--- src/rtl/overdrive_soft_clip_tone_core_macros.svh ---
// ---------------------------------------------------------------------------
// overdrive soft clip tone core assertion macros
// concurrent check wrappers, compiled out when NO_ASSERTIONS is set
// ---------------------------------------------------------------------------
`ifndef OVERDRIVE_SOFT_CLIP_TONE_CORE_MACROS_SVH
`define OVERDRIVE_SOFT_CLIP_TONE_CORE_MACROS_SVH
`ifndef NO_ASSERTIONS
// same-cycle implication
`define OSCT_ASSERT_IMPLY(label, ck, rn, ante, cons, msg) \
    label: assert property (@(posedge ck) disable iff (!rn) (ante) |-> (cons)) \
        else $error(msg);
// next-cycle implication
`define OSCT_ASSERT_NEXT(label, ck, rn, ante, cons, msg) \
    label: assert property (@(posedge ck) disable iff (!rn) (ante) |=> (cons)) \
        else $error(msg);
`else
`define OSCT_ASSERT_IMPLY(label, ck, rn, ante, cons, msg)
`define OSCT_ASSERT_NEXT(label, ck, rn, ante, cons, msg)
`endif
`endif

--- src/rtl/osct_pkg.sv ---
// ---------------------------------------------------------------------------
// osct_pkg
// widths, constants, register indexes and controller types
// ---------------------------------------------------------------------------
`default_nettype none

package osct_pkg;

    localparam int SAMPLE_W  = 16;
    localparam int CFG_W     = 16;
    localparam int CFG_IDX_W = 2;
    localparam int MUL_W     = 20;
    localparam int PROD_W    = 40;
    localparam int CNT_W     = 4;

    // register indexes
    localparam logic [CFG_IDX_W-1:0] REG_DRIVE = 2'd0;
    localparam logic [CFG_IDX_W-1:0] REG_TONE  = 2'd1;
    localparam logic [CFG_IDX_W-1:0] REG_LEVEL = 2'd2;

    // settings in q1.15
    localparam logic [CFG_W-1:0] CFG_ONE   = 16'd32768;
    localparam logic [CFG_W-1:0] DRIVE_RST = 16'd16384;
    localparam logic [CFG_W-1:0] TONE_RST  = 16'd22938;
    localparam logic [CFG_W-1:0] LEVEL_RST = 16'd26214;

    localparam logic signed [SAMPLE_W-1:0] CLIP_LEVEL  = 16'sd24956;
    localparam logic signed [MUL_W-1:0]    ALPHA_SLOPE = 20'sd16056;
    localparam logic [CFG_W-1:0]           ALPHA_BASE  = 16'd16384;
    localparam logic signed [PROD_W-1:0]   RND_HALF    = 40'sd16384;
    localparam logic signed [PROD_W-1:0]   ONE_Q30     = 40'sd1073741824;
    localparam logic signed [PROD_W-1:0]   NEG_ONE_Q30 = -40'sd1073741824;
    // 27.0 in q30
    localparam logic [34:0]                TANH_K      = 35'd28991029248;

    // quotient bits produced by the divider, msb first
    localparam logic [CNT_W-1:0] DIV_LAST_BIT = 4'd14;

    typedef enum logic [4:0] {
        ST_IDLE, ST_GAIN, ST_CLIP, ST_SQ, ST_DEN, ST_NLO, ST_NHI, ST_SUM, ST_RND,
        ST_DIV, ST_SIGN, ST_ALPHA, ST_MA, ST_MC, ST_MB, ST_FILT, ST_LVL, ST_OUT
    } state_t;

    typedef enum logic [4:0] {
        OP_NONE, OP_LOAD, OP_GAIN, OP_CLIP, OP_SQ, OP_DEN, OP_NLO, OP_NHI, OP_SUM,
        OP_RND, OP_DIV, OP_SIGN, OP_ALPHA, OP_MA, OP_MC, OP_MB, OP_FILT, OP_LVL,
        OP_OUT
    } op_t;

    typedef struct packed {
        op_t op;
    } cmd_t;

    typedef struct packed {
        logic clip;
    } status_t;

endpackage

`default_nettype wire

--- src/rtl/osct_in_if.sv ---
// ---------------------------------------------------------------------------
// osct_in_if
// dry sample channel, valid/ready with one signed sample per beat
// ---------------------------------------------------------------------------
`default_nettype none

interface osct_in_if import osct_pkg::*; ();
    logic                       valid;
    logic                       ready;
    logic signed [SAMPLE_W-1:0] in_sample;

    modport source (output valid, output in_sample, input ready);
    modport sink   (input valid, input in_sample, output ready);
endinterface

`default_nettype wire

--- src/rtl/osct_out_if.sv ---
// ---------------------------------------------------------------------------
// osct_out_if
// wet sample channel, valid/ready with one signed sample per beat
// ---------------------------------------------------------------------------
`default_nettype none

interface osct_out_if import osct_pkg::*; ();
    logic                       valid;
    logic                       ready;
    logic signed [SAMPLE_W-1:0] out_sample;

    modport source (output valid, output out_sample, input ready);
    modport sink   (input valid, input out_sample, output ready);
endinterface

`default_nettype wire

--- src/rtl/osct_ctrl.sv ---
// ---------------------------------------------------------------------------
// osct_ctrl
// sequencer for the shared multiplier, divider and output beat
// ---------------------------------------------------------------------------
`default_nettype none

module osct_ctrl import osct_pkg::*; (
    input  wire logic    clk,
    input  wire logic    rst_n,
    input  wire logic    in_valid,
    output logic         in_ready,
    output logic         out_valid,
    input  wire logic    out_ready,
    input  wire status_t stat,
    output cmd_t         cmd
);

    state_t            state_reg, state_next;
    logic [CNT_W-1:0]  cnt_reg, cnt_next;
    logic              out_valid_reg, out_valid_next;

    always_ff @(posedge clk or negedge rst_n)
    begin
        if (!rst_n)
        begin
            state_reg     <= ST_IDLE;
            cnt_reg       <= '0;
            out_valid_reg <= 1'b0;
        end
        else
        begin
            state_reg     <= state_next;
            cnt_reg       <= cnt_next;
            out_valid_reg <= out_valid_next;
        end
    end

    always_comb
    begin
        state_next     = state_reg;
        cnt_next       = cnt_reg;
        out_valid_next = out_valid_reg && !out_ready;
        cmd.op         = OP_NONE;
        in_ready       = 1'b0;
        case (state_reg)
            ST_IDLE:
            begin
                in_ready = 1'b1;
                if (in_valid)
                begin
                    cmd.op     = OP_LOAD;
                    state_next = ST_GAIN;
                end
            end
            ST_GAIN:
            begin
                cmd.op     = OP_GAIN;
                state_next = ST_CLIP;
            end
            ST_CLIP:
            begin
                cmd.op     = OP_CLIP;
                state_next = stat.clip ? ST_ALPHA : ST_SQ;
            end
            ST_SQ:
            begin
                cmd.op     = OP_SQ;
                state_next = ST_DEN;
            end
            ST_DEN:
            begin
                cmd.op     = OP_DEN;
                state_next = ST_NLO;
            end
            ST_NLO:
            begin
                cmd.op     = OP_NLO;
                state_next = ST_NHI;
            end
            ST_NHI:
            begin
                cmd.op     = OP_NHI;
                state_next = ST_SUM;
            end
            ST_SUM:
            begin
                cmd.op     = OP_SUM;
                state_next = ST_RND;
            end
            ST_RND:
            begin
                cmd.op     = OP_RND;
                cnt_next   = DIV_LAST_BIT;
                state_next = ST_DIV;
            end
            ST_DIV:
            begin
                cmd.op   = OP_DIV;
                cnt_next = cnt_reg - 1'b1;
                if (cnt_reg == '0)
                begin
                    state_next = ST_SIGN;
                end
            end
            ST_SIGN:
            begin
                cmd.op     = OP_SIGN;
                state_next = ST_ALPHA;
            end
            ST_ALPHA:
            begin
                cmd.op     = OP_ALPHA;
                state_next = ST_MA;
            end
            ST_MA:
            begin
                cmd.op     = OP_MA;
                state_next = ST_MC;
            end
            ST_MC:
            begin
                cmd.op     = OP_MC;
                state_next = ST_MB;
            end
            ST_MB:
            begin
                cmd.op     = OP_MB;
                state_next = ST_FILT;
            end
            ST_FILT:
            begin
                cmd.op     = OP_FILT;
                state_next = ST_LVL;
            end
            ST_LVL:
            begin
                cmd.op     = OP_LVL;
                state_next = ST_OUT;
            end
            ST_OUT:
            begin
                // wait for the output register to free up
                if (!out_valid_reg || out_ready)
                begin
                    cmd.op         = OP_OUT;
                    out_valid_next = 1'b1;
                    state_next     = ST_IDLE;
                end
            end
            default:
            begin
                state_next = ST_IDLE;
            end
        endcase
    end

    assign out_valid = out_valid_reg;

endmodule

`default_nettype wire

--- src/rtl/osct_dp.sv ---
// ---------------------------------------------------------------------------
// osct_dp
// settings, shared multiplier, restoring divider and filter state
// ---------------------------------------------------------------------------
`default_nettype none

module osct_dp import osct_pkg::*; (
    input  wire logic                       clk,
    input  wire logic                       rst_n,
    input  wire cmd_t                       cmd,
    output status_t                         stat,
    input  wire logic                       cfg_wr_en,
    input  wire logic [CFG_IDX_W-1:0]       cfg_index,
    input  wire logic [CFG_W-1:0]           cfg_wr_data,
    input  wire logic signed [SAMPLE_W-1:0] in_sample,
    output logic signed [SAMPLE_W-1:0]      out_sample
);

    // settings and filter state
    logic [CFG_W-1:0]           drive_reg, tone_reg, level_reg;
    logic [CFG_W-1:0]           drive_next, tone_next, level_next, cfg_clamped;
    logic signed [SAMPLE_W-1:0] lf_reg, lf_next;

    // working registers
    logic signed [SAMPLE_W-1:0] x_reg, x_next;
    logic signed [PROD_W-1:0]   prod_reg, prod_next;
    logic signed [16:0]         v_reg, v_next;
    logic [15:0]                vmag_reg, vmag_next;
    logic                       neg_reg, neg_next;
    logic [34:0]                a_reg, a_next;
    logic [35:0]                den_reg, den_next;
    logic [33:0]                lo_reg, lo_next;
    logic [50:0]                rem_reg, rem_next;
    logic [50:0]                dsh_reg, dsh_next;
    logic [14:0]                q_reg, q_next;
    logic signed [SAMPLE_W-1:0] c_reg, c_next;
    logic [CFG_W-1:0]           alpha_reg, alpha_next;
    logic signed [PROD_W-1:0]   t_reg, t_next;
    logic signed [SAMPLE_W-1:0] out_reg, out_next;

    // shared multiplier
    logic signed [MUL_W-1:0]    mul_a, mul_b;
    logic signed [PROD_W-1:0]   mul_p;
    logic [MUL_W-1:0]           gain;
    logic [CFG_W-1:0]           alpha_comp;

    logic signed [PROD_W-1:0]   prod_rnd, filt_sum;
    logic signed [16:0]         v_neg;
    logic [30:0]                v2;
    logic [51:0]                diff;
    logic                       over, under;

    assign cfg_clamped = (cfg_wr_data > CFG_ONE) ? CFG_ONE : cfg_wr_data;
    // gain 1 + 9*drive in q5.15
    assign gain = MUL_W'(CFG_ONE) + {1'b0, drive_reg, 3'b000} + {4'b0000, drive_reg};
    assign alpha_comp = CFG_ONE - alpha_reg;
    assign mul_p = mul_a * mul_b;

    assign prod_rnd = prod_reg + RND_HALF;
    assign filt_sum = t_reg + prod_reg + RND_HALF;
    assign over     = prod_reg > ONE_Q30;
    assign under    = prod_reg < NEG_ONE_Q30;
    assign v_neg    = -v_reg;
    assign v2       = prod_reg[30:0];
    assign diff     = {1'b0, rem_reg} - {1'b0, dsh_reg};

    assign stat.clip = over || under;

    always_comb
    begin
        mul_a = '0;
        mul_b = '0;
        case (cmd.op)
            OP_GAIN:
            begin
                mul_a = {{(MUL_W-SAMPLE_W){x_reg[SAMPLE_W-1]}}, x_reg};
                mul_b = gain;
            end
            OP_SQ:
            begin
                mul_a = {{3{v_reg[16]}}, v_reg};
                mul_b = {{3{v_reg[16]}}, v_reg};
            end
            OP_NLO:
            begin
                mul_a = {4'b0000, vmag_reg};
                mul_b = {2'b00, a_reg[17:0]};
            end
            OP_NHI:
            begin
                mul_a = {4'b0000, vmag_reg};
                mul_b = {3'b000, a_reg[34:18]};
            end
            OP_ALPHA:
            begin
                mul_a = {4'b0000, tone_reg};
                mul_b = ALPHA_SLOPE;
            end
            OP_MC:
            begin
                mul_a = {4'b0000, alpha_reg};
                mul_b = {{(MUL_W-SAMPLE_W){c_reg[SAMPLE_W-1]}}, c_reg};
            end
            OP_MB:
            begin
                mul_a = {4'b0000, alpha_comp};
                mul_b = {{(MUL_W-SAMPLE_W){lf_reg[SAMPLE_W-1]}}, lf_reg};
            end
            OP_LVL:
            begin
                mul_a = {{(MUL_W-SAMPLE_W){lf_reg[SAMPLE_W-1]}}, lf_reg};
                mul_b = {4'b0000, level_reg};
            end
            default:
            begin
                mul_a = '0;
                mul_b = '0;
            end
        endcase
    end

    always_comb
    begin
        x_next     = x_reg;
        prod_next  = prod_reg;
        v_next     = v_reg;
        vmag_next  = vmag_reg;
        neg_next   = neg_reg;
        a_next     = a_reg;
        den_next   = den_reg;
        lo_next    = lo_reg;
        rem_next   = rem_reg;
        dsh_next   = dsh_reg;
        q_next     = q_reg;
        c_next     = c_reg;
        alpha_next = alpha_reg;
        t_next     = t_reg;
        out_next   = out_reg;
        lf_next    = lf_reg;
        case (cmd.op)
            OP_LOAD:
            begin
                x_next = in_sample;
            end
            OP_GAIN, OP_SQ, OP_NLO, OP_ALPHA, OP_MC, OP_LVL:
            begin
                prod_next = mul_p;
            end
            OP_CLIP:
            begin
                // hard step to the clip level only strictly beyond unity
                if (over)
                begin
                    c_next = CLIP_LEVEL;
                end
                else if (under)
                begin
                    c_next = -CLIP_LEVEL;
                end
                v_next = prod_rnd[31:15];
            end
            OP_DEN:
            begin
                neg_next  = v_reg[16];
                vmag_next = v_reg[16] ? v_neg[15:0] : v_reg[15:0];
                a_next    = TANH_K + {4'b0000, v2};
                den_next  = {1'b0, TANH_K} + {2'b00, v2, 3'b000} + {5'b00000, v2};
            end
            OP_NHI:
            begin
                lo_next   = prod_reg[33:0];
                prod_next = mul_p;
            end
            OP_SUM:
            begin
                rem_next = {prod_reg[32:0], 18'b0} + {17'b0, lo_reg};
            end
            OP_RND:
            begin
                // round to nearest by adding half the divisor
                rem_next = rem_reg + {16'b0, den_reg[35:1]};
                dsh_next = {1'b0, den_reg, 14'b0};
                q_next   = '0;
            end
            OP_DIV:
            begin
                if (!diff[51])
                begin
                    rem_next = diff[50:0];
                end
                q_next   = {q_reg[13:0], ~diff[51]};
                dsh_next = dsh_reg >> 1;
            end
            OP_SIGN:
            begin
                c_next = neg_reg ? -{1'b0, q_reg} : {1'b0, q_reg};
            end
            OP_MA:
            begin
                alpha_next = ALPHA_BASE + {2'b00, prod_rnd[28:15]};
            end
            OP_MB:
            begin
                t_next    = prod_reg;
                prod_next = mul_p;
            end
            OP_FILT:
            begin
                lf_next = filt_sum[30:15];
            end
            OP_OUT:
            begin
                out_next = prod_rnd[30:15];
            end
            default:
            begin
                x_next = x_reg;
            end
        endcase
    end

    always_ff @(posedge clk or negedge rst_n)
    begin
        if (!rst_n)
        begin
            drive_reg <= DRIVE_RST;
            tone_reg  <= TONE_RST;
            level_reg <= LEVEL_RST;
            lf_reg    <= '0;
        end
        else
        begin
            drive_reg <= drive_next;
            tone_reg  <= tone_next;
            level_reg <= level_next;
            lf_reg    <= lf_next;
        end
    end

    always_comb
    begin
        drive_next = drive_reg;
        tone_next  = tone_reg;
        level_next = level_reg;
        if (cfg_wr_en)
        begin
            case (cfg_index)
                REG_DRIVE: drive_next = cfg_clamped;
                REG_TONE:  tone_next  = cfg_clamped;
                REG_LEVEL: level_next = cfg_clamped;
                default:   drive_next = drive_reg;
            endcase
        end
    end

    always_ff @(posedge clk)
    begin
        x_reg     <= x_next;
        prod_reg  <= prod_next;
        v_reg     <= v_next;
        vmag_reg  <= vmag_next;
        neg_reg   <= neg_next;
        a_reg     <= a_next;
        den_reg   <= den_next;
        lo_reg    <= lo_next;
        rem_reg   <= rem_next;
        dsh_reg   <= dsh_next;
        q_reg     <= q_next;
        c_reg     <= c_next;
        alpha_reg <= alpha_next;
        t_reg     <= t_next;
        out_reg   <= out_next;
    end

    assign out_sample = out_reg;

endmodule

`default_nettype wire

--- src/rtl/overdrive_soft_clip_tone_core.sv ---
// one beat is processed at a time: a new beat is taken only after the last result has moved to
// the output register; a clipped sample skips the tanh curve and the 15-step restoring divider,
//   and every sample walks the sequencer through the one shared 20x20 multiplier
// a finished result waits in the output register while the next beat is taken
// reset: async active low, clears the filter state and restores the setting defaults
// ---------------------------------------------------------------------------
// overdrive_soft_clip_tone_core
// soft clip overdrive with rational tanh curve, one-pole tone filter and level
// ---------------------------------------------------------------------------
`default_nettype none

`include "overdrive_soft_clip_tone_core_macros.svh"

module overdrive_soft_clip_tone_core import osct_pkg::*; (
    input  wire logic                 clk,
    input  wire logic                 rst_n,
    osct_in_if.sink                   dry,
    osct_out_if.source                wet,
    input  wire logic                 cfg_wr_en,
    input  wire logic [CFG_IDX_W-1:0] cfg_index,
    input  wire logic [CFG_W-1:0]     cfg_wr_data
);

    // command and status between sequencer and datapath
    cmd_t    cmd;
    status_t stat;

    logic    in_ready;
    logic    out_valid;
    logic signed [SAMPLE_W-1:0] out_sample;

    // sequencer: owns the handshakes and the divider step count
    osct_ctrl u_ctrl (
        .clk       (clk),
        .rst_n     (rst_n),
        .in_valid  (dry.valid),
        .in_ready  (in_ready),
        .out_valid (out_valid),
        .out_ready (wet.ready),
        .stat      (stat),
        .cmd       (cmd)
    );

    // datapath: settings, multiplier, divider, filter state, output register
    osct_dp u_dp (
        .clk         (clk),
        .rst_n       (rst_n),
        .cmd         (cmd),
        .stat        (stat),
        .cfg_wr_en   (cfg_wr_en),
        .cfg_index   (cfg_index),
        .cfg_wr_data (cfg_wr_data),
        .in_sample   (dry.in_sample),
        .out_sample  (out_sample)
    );

    assign dry.ready      = in_ready;
    assign wet.valid      = out_valid;
    assign wet.out_sample = out_sample;

    // an accepted beat is latched and its gain multiply starts right after
    `OSCT_ASSERT_IMPLY(a_accept_loads, clk, rst_n, dry.valid && dry.ready, cmd.op == OP_LOAD, "accepted beat not latched")
    `OSCT_ASSERT_NEXT(a_accept_gain, clk, rst_n, dry.valid && dry.ready, cmd.op == OP_GAIN && !dry.ready, "gain step does not follow accept")
    // a finished sample always shows up on the output channel
    `OSCT_ASSERT_NEXT(a_out_valid, clk, rst_n, cmd.op == OP_OUT, wet.valid, "result not presented")

endmodule

`default_nettype wire

--- src/flat_wrapper.sv ---
// flat-port wrapper written by rule: the top's interface ports become plain ports
module overdrive_soft_clip_tone_core_flat import osct_pkg::*;
  (clk, rst_n, cfg_wr_en, cfg_index, cfg_wr_data, dry_valid, dry_in_sample, dry_ready, wet_valid, wet_out_sample, wet_ready);
  osct_in_if dry_i ();
  osct_out_if wet_i ();
  input  wire logic clk;
  input  wire logic rst_n;
  input  wire logic cfg_wr_en;
  input  wire logic [CFG_IDX_W-1:0] cfg_index;
  input  wire logic [CFG_W-1:0] cfg_wr_data;
  input wire logic [$bits(dry_i.valid)-1:0] dry_valid;
  input wire logic [$bits(dry_i.in_sample)-1:0] dry_in_sample;
  output wire logic [$bits(dry_i.ready)-1:0] dry_ready;
  output wire logic [$bits(wet_i.valid)-1:0] wet_valid;
  output wire logic [$bits(wet_i.out_sample)-1:0] wet_out_sample;
  input wire logic [$bits(wet_i.ready)-1:0] wet_ready;
  assign dry_i.valid = dry_valid;
  assign dry_i.in_sample = dry_in_sample;
  assign dry_ready = dry_i.ready;
  assign wet_valid = wet_i.valid;
  assign wet_out_sample = wet_i.out_sample;
  assign wet_i.ready = wet_ready;
  overdrive_soft_clip_tone_core u_core (.clk(clk), .rst_n(rst_n), .dry(dry_i), .wet(wet_i), .cfg_wr_en(cfg_wr_en), .cfg_index(cfg_index), .cfg_wr_data(cfg_wr_data));
endmodule
--- config.mk ---
export PLATFORM = sky130hd
export DESIGN_NAME = overdrive_soft_clip_tone_core_flat
export DESIGN_NICKNAME = d
export VERILOG_FILES = /design/src/rtl/osct_pkg.sv /design/src/rtl/osct_in_if.sv /design/src/rtl/osct_out_if.sv /design/src/rtl/osct_ctrl.sv /design/src/rtl/osct_dp.sv /design/src/rtl/overdrive_soft_clip_tone_core.sv /design/src/flat_wrapper.sv
export VERILOG_INCLUDE_DIRS = /design/src /design/src/rtl
export SDC_FILE = /design/constraint.sdc
export NUM_CORES = 2
export LEC_CHECK = 0
export ABC_AREA = 1
export BUFFER_PORTS_ARGS = -buffer_cell sky130_fd_sc_hd__buf_2
export CAP_MARGIN = 20
export CORE_ASPECT_RATIO = 1.75
export CORE_MARGIN = 1
export CORE_UTILIZATION = 60
export DETAILED_ROUTE_END_ITERATION = 6
export PLACE_DENSITY_LB_ADDON = 0.1
export SLEW_MARGIN = 20
export SYNTH_ARGS = -nofsm -noshare
export SYNTH_HDL_FRONTEND = slang
export SYNTH_HIERARCHICAL = 1
export SYNTH_SLANG_ARGS = --single-unit
--- constraint.sdc ---
create_clock -name clk -period 11.9 [get_ports clk]
set_input_delay 0 -clock clk [delete_from_list [all_inputs] [get_ports clk]]
set_output_delay 0 -clock clk [all_outputs]
set_load 0.02 [all_outputs]
After elaboration in Yosys (flattened, before gate mapping):

Cells that the tools add are included.

* register bits: 465
* output and inout bits: 18
* word-level logic and storage cells: 129
* input bits: 39

* add/subtract/negate cells: 16
* multiplexer cells: 24
* bitwise gates (word level): 1
* multipliers: 1
* equality and inequality tests: 42
* magnitude comparators: 3
* reductions and logical operators: 20

Operators by type and width (number)
* $pmux 5 s18: 2
* $pmux 20 s8: 1
* $pmux 51 s3: 1
* $pmux 20 s7: 1
* $pmux 51 s2: 1
* $eq 5x4->1 const B: 16
* $mux 16: 5
* $sub 51x51->52: 1
* $add 51x34->51: 1
* $add 51x35->51: 1
* $mux 51: 1
* $eq 5x3->1 const B: 8
* $gt 40x32->1 const B: 1
* $lt 40x31->1 const B: 1
* $mul 20x20->40: 1
* $add 35x34->36 const A: 1
* $add 36x31->36: 1
* $add 34x32->35 const A: 1
* $add 32x16->32 const B: 1
* $pmux 16 s2: 1
* $add 31x16->31 const B: 1
* $add 31x31->31: 1
* $pmux 15 s2: 1
* $eq 5x5->1 const B: 5
* other kinds (31): 52

Depth between registers and ports, before layout:

* depth after elaboration: 8
* gate-level depth with buffers: 44
* gate-level depth less buffers: 43

Modules after synthesis:

Netlist, hierarchy kept.

By module, submodules not included
* osct_dp: seq. area each 13093.8 um2, area an instance 46837.4 um2, cells each 6122, instances 1
* osct_ctrl: seq. area each 250.2 um2, area an instance 683.2 um2, cells each 104, instances 1

Worst setup path before layout:

OpenSTA, ideal clock, no wires.

* path type: reg2reg
* from: reg u_core.u_ctrl.state_reg[1]
* to: reg u_core.u_dp.prod_reg[38], data pin
* clock period less this slack: 8.663 ns
* arrival time: 8.411 ns
* stages on the path, launching flop included: 38
* slack: 3.237 ns
* required time: 11.648 ns
* buffers on the path: 2
* library setup time: 0.252 ns
* cell sequence: dfrtp_1 > nor2_1 > inv_1 > nor2_1 > nand2_1 > nand3_1 > nand2_1 > nor2_1 > nand2_2 > inv_2 > buf_2 > a221oi_1 > nand2_2 > buf_2 > nand2_1 > fa_1 > fa_1 > inv_1 > [... 2 more ...] > fa_1 > inv_1 > fa_1 > fa_1 > inv_1 > fa_1 > inv_1 > ha_1 > a21oi_1 > inv_1 > a31oi_1 > o21ai_0 > nand3_1 > nand2_1 > a21oi_1 > nand2_1 > nand2_1 > nand2_1

RTL lines
* from (decl): RTL line osct_ctrl.sv:18 `state_t state_reg, state_next;`
* from (signal assigned): RTL line osct_ctrl.sv:32 `state_reg <= state_next;`
* to (signal assigned): RTL line osct_dp.sv:259 `prod_reg <= prod_next;`
* to (decl): RTL line osct_dp.sv:26 `logic signed [PROD_W-1:0] prod_reg, prod_next;`

==> flow_metrics.env <==
export IMPL_start_kind="register"
export IMPL_via_count=45000
export IMPL_first_global_vias=45800
export IMPL_grt_ovfl_total=0
export IMPL_synthArstFlopShare_pct=16.2
export IMPL_synth_xor_area_share_pct=2.14
export IMPL_antenna_left=0
export IMPL_cts_htree_levels=2
export IMPL_grt_use_total_pct=48.6
export IMPL_ys_ff_latch=456
export IMPL_die_y_um=374
export IMPL_whs_ns=0.0656
export IMPL_holdCritPathClass="in -> async"
export IMPL_r2r_start="u_core/u_ctrl/state_reg[1]"
export IMPL_synth_fa_ha_area_share_pct=25.6
export IMPL_max_freq_mhz=93.4
export IMPL_dr_pass1_iters=7
export IMPL_syn_nets=7004
export IMPL_hpwl_mm=150
export IMPL_syn_avg_cell_area_um2=7.63
export IMPL_clkSlewWorstSetupHoldPaths_ns=0.07
export IMPL_rows=136
export IMPL_portBuffers=56
export IMPL_synth_simple_area_share_pct=25.1
export IMPL_grt_max_degree=84
export IMPL_final_hold_viol_count=0
export IMPL_rsz0062_at_grt="no"
export IMPL_maxSlewHeadroom_pct=17.1
export IMPL_critPathMaxStageDelay_ns=0.86
export IMPL_yosysSeqAreaShare_pct=28.1
export IMPL_regToRegEndpoint="u_core/u_dp/prod_reg[32]"
export IMPL_core_area_um2=78400
export IMPL_setup_tns_ns=0
export IMPL_cts_max_path_buffers=3
export IMPL_setup_slack_ns=1.19
export IMPL_crit_arrival_ns=11.07
export IMPL_n_fill_cell=7071
export IMPL_post_drt_wl_per_cell_um=25.9
export IMPL_start_util_pct=60.6
export IMPL_vias_per_cell=6.07
export IMPL_syn_cell_area_um2=47500
export IMPL_critPathMaxFanout=49
export IMPL_synth_most_common_cell="nand2_1"
export IMPL_antenna_found_initial=14
export IMPL_synth_top_family_by_area="adder cells"
export IMPL_netlist_instances=6226
export IMPL_synth_area_leaders="edfxtp_1, fa_1, nand2_1"
export IMPL_cts_tree="built"
export IMPL_cp_common_cell="fa_1"
export IMPL_ys_dominant_reg_cell="edfxtp_1"
export IMPL_die_w_um=215
export IMPL_yosys_warnings=6
export IMPL_finClkSkew_ns=0.0258
export IMPL_worstRegToRegCells=32
export IMPL_wl_mm=192
export IMPL_placed_cells=7278
export IMPL_insertion_delay_ns=0.65
export IMPL_cts_repair_resized=0
export IMPL_synth_top_area_cell="edfxtp_1"
export IMPL_largest_reg_flops=51
export IMPL_drive_above_1_share_pct=5.07
export IMPL_rrSetupSlack_ns=1.19
export IMPL_synth_commonest_cells="nand2_1, inv_1, nor2_1, fa_1, edfxtp_1"
export IMPL_clkSinkCount=456
export IMPL_violations="DRC"
export IMPL_routabilityCongestion=1.12
export IMPL_outcome="complete, but fails checks"
export IMPL_drt_iter0_markers=4664
export IMPL_die_area_um2=80400
export IMPL_drc_errors=8
export IMPL_cp_end_kind="register"
export IMPL_drv_cap=0
export IMPL_cts_buffers=46
export IMPL_synth_compound_area_share_pct=8.39
export IMPL_tightestPinTransition_ns=1.24
export IMPL_grt_pass1_wl_mm=283
export IMPL_slowest_stage="inv_2"
export IMPL_setup_viol=0
export IMPL_cp_data_required_time_ns=12.26
export IMPL_synth_edff_count=382
export IMPL_place_ws_ns=1.55
export IMPL_post_route_min_period_ns=10.71
export IMPL_synthDistinctLibCells=66
export IMPL_fin_nets=7115
export IMPL_timing_final_max_slew_violations=0
export IMPL_root_buffer="clkbuf_16"
export IMPL_instances_no_fill=7420
export IMPL_io_pins=57
export IMPL_yosys_area_top_type_share_pct=24.1
export IMPL_syn2layout_area_growth_pct=7.78
export IMPL_period_share_pct=90.0
export IMPL_muxShareOfSynthArea_pct=0
export IMPL_worst_setup_path_type="reg -> reg"
-- layer usage --
metal | global-route usage, % | up-vias | part of all wire (%)
li1 | - | 20000 | -
met1 | 43.4 | 21100 | 29
met2 | 80.9 | 2643 | 48
met3 | 15.9 | 1349 | 9.2
met4 | 55.1 | 10 | 14
met5 | 1.15 | - | 0.060
-- worst max-delay path by stage --
stage,start,to,slack (ns),cells past startpoint
3_5_place_dp,u_core/u_ctrl/state_reg[2],u_core/u_dp/prod_reg[32],1.55,32
5_1_grt,u_core/u_ctrl/state_reg[1],u_core/u_dp/prod_reg[32],0.71,32
6_report,u_core/u_ctrl/state_reg[1],u_core/u_dp/prod_reg[32],1.19,32
4_1_cts,u_core/u_ctrl/state_reg[2],u_core/u_dp/prod_reg[32],1.51,32
2_1_floorplan,u_core/u_ctrl/state_reg[1],u_core/u_dp/prod_reg[38],3.24,37
3_3_place_gp,u_core/u_ctrl/state_reg[1],u_core/u_dp/prod_reg[35],1.68,34
-- cells in the final DEF (no fill, tap or decap), drive strengths merged, types with 7 or more instances in the layout --
master and instances:
nand3b 19, nand2 1680, diode 12, a21oi 294
nor3 86, o21a 11, o211ai 16, clkbuf 57
dfrtp 57, o21ai 260, nand3 372, ha 352
nand4 71, a31oi 13, or2 37, a221oi 11
buf 118, o22ai 9, clkinv 15, nor2 579
dlygate4sd3 41, xnor2 25, and2 8, inv 1245
a21o 13, clkinvlp 7, a22o 10, edfxtp 382
nor4 16, xor2 91, dfstp 17, a21boi 8
o21bai 31, fa 387, a211oi 11
-- per-stage QoR --
| stage | instance area, um^2 | util, % |
|---|---|---|
| floorplan | 47500 | - |
| global placement | 49100 | 62.6 |
| detailed placement | 49100 | 62.6 |
| CTS | 51100 | 65.2 |
| global route | 51200 | 65.3 |
| finish | 51200 | 65.3 |
-- logic make-up after synthesis --
group / count (synthesis)
adder cells (fa/ha/maj): 739
flip-flops: 456
buffers and inverters: 1339
XOR/XNOR: 116
AND/OR/NAND/NOR: 2874
AO/OA/AOI/OAI: 702
-- critical path, delay by kind of cell, from the launching register on --
| family | cells | cell delay, ns |
|---|---|---|
| adders and majority gates | 8 | 4.01 |
| and+or+nand+nor | 14 | 3.45 |
| buffers and inverters | 7 | 1.75 |
| AOI/OAI and AO/OA | 2 | 0.54 |
| DFF | 1 | 0.43 |
| xor gates and xnor gates | 1 | 0.21 |
-- timing repair --
item	CTS	global route
hold endpoints to repair	105	0
hold buffers	42	0
buffers inserted	0	0
setup endpoints to repair	0	0
-- area by class of cell --
class	count	area, um^2	share of cell area [%]
well taps	1035	1290	2.53
repair buffers	159	1180	2.31
clock buffers	57	1300	2.53
multi-input cells	4431	29100	56.8
flip-flops and latches	456	13300	26.1
diodes	12	30.0	0.0586
clock inverters	27	293	0.572
inverters	1243	4670	9.11
Power is left out: the tool's default activity adds up to more than one toggle a clock period on the data nets, which glitch-free logic cannot reach.
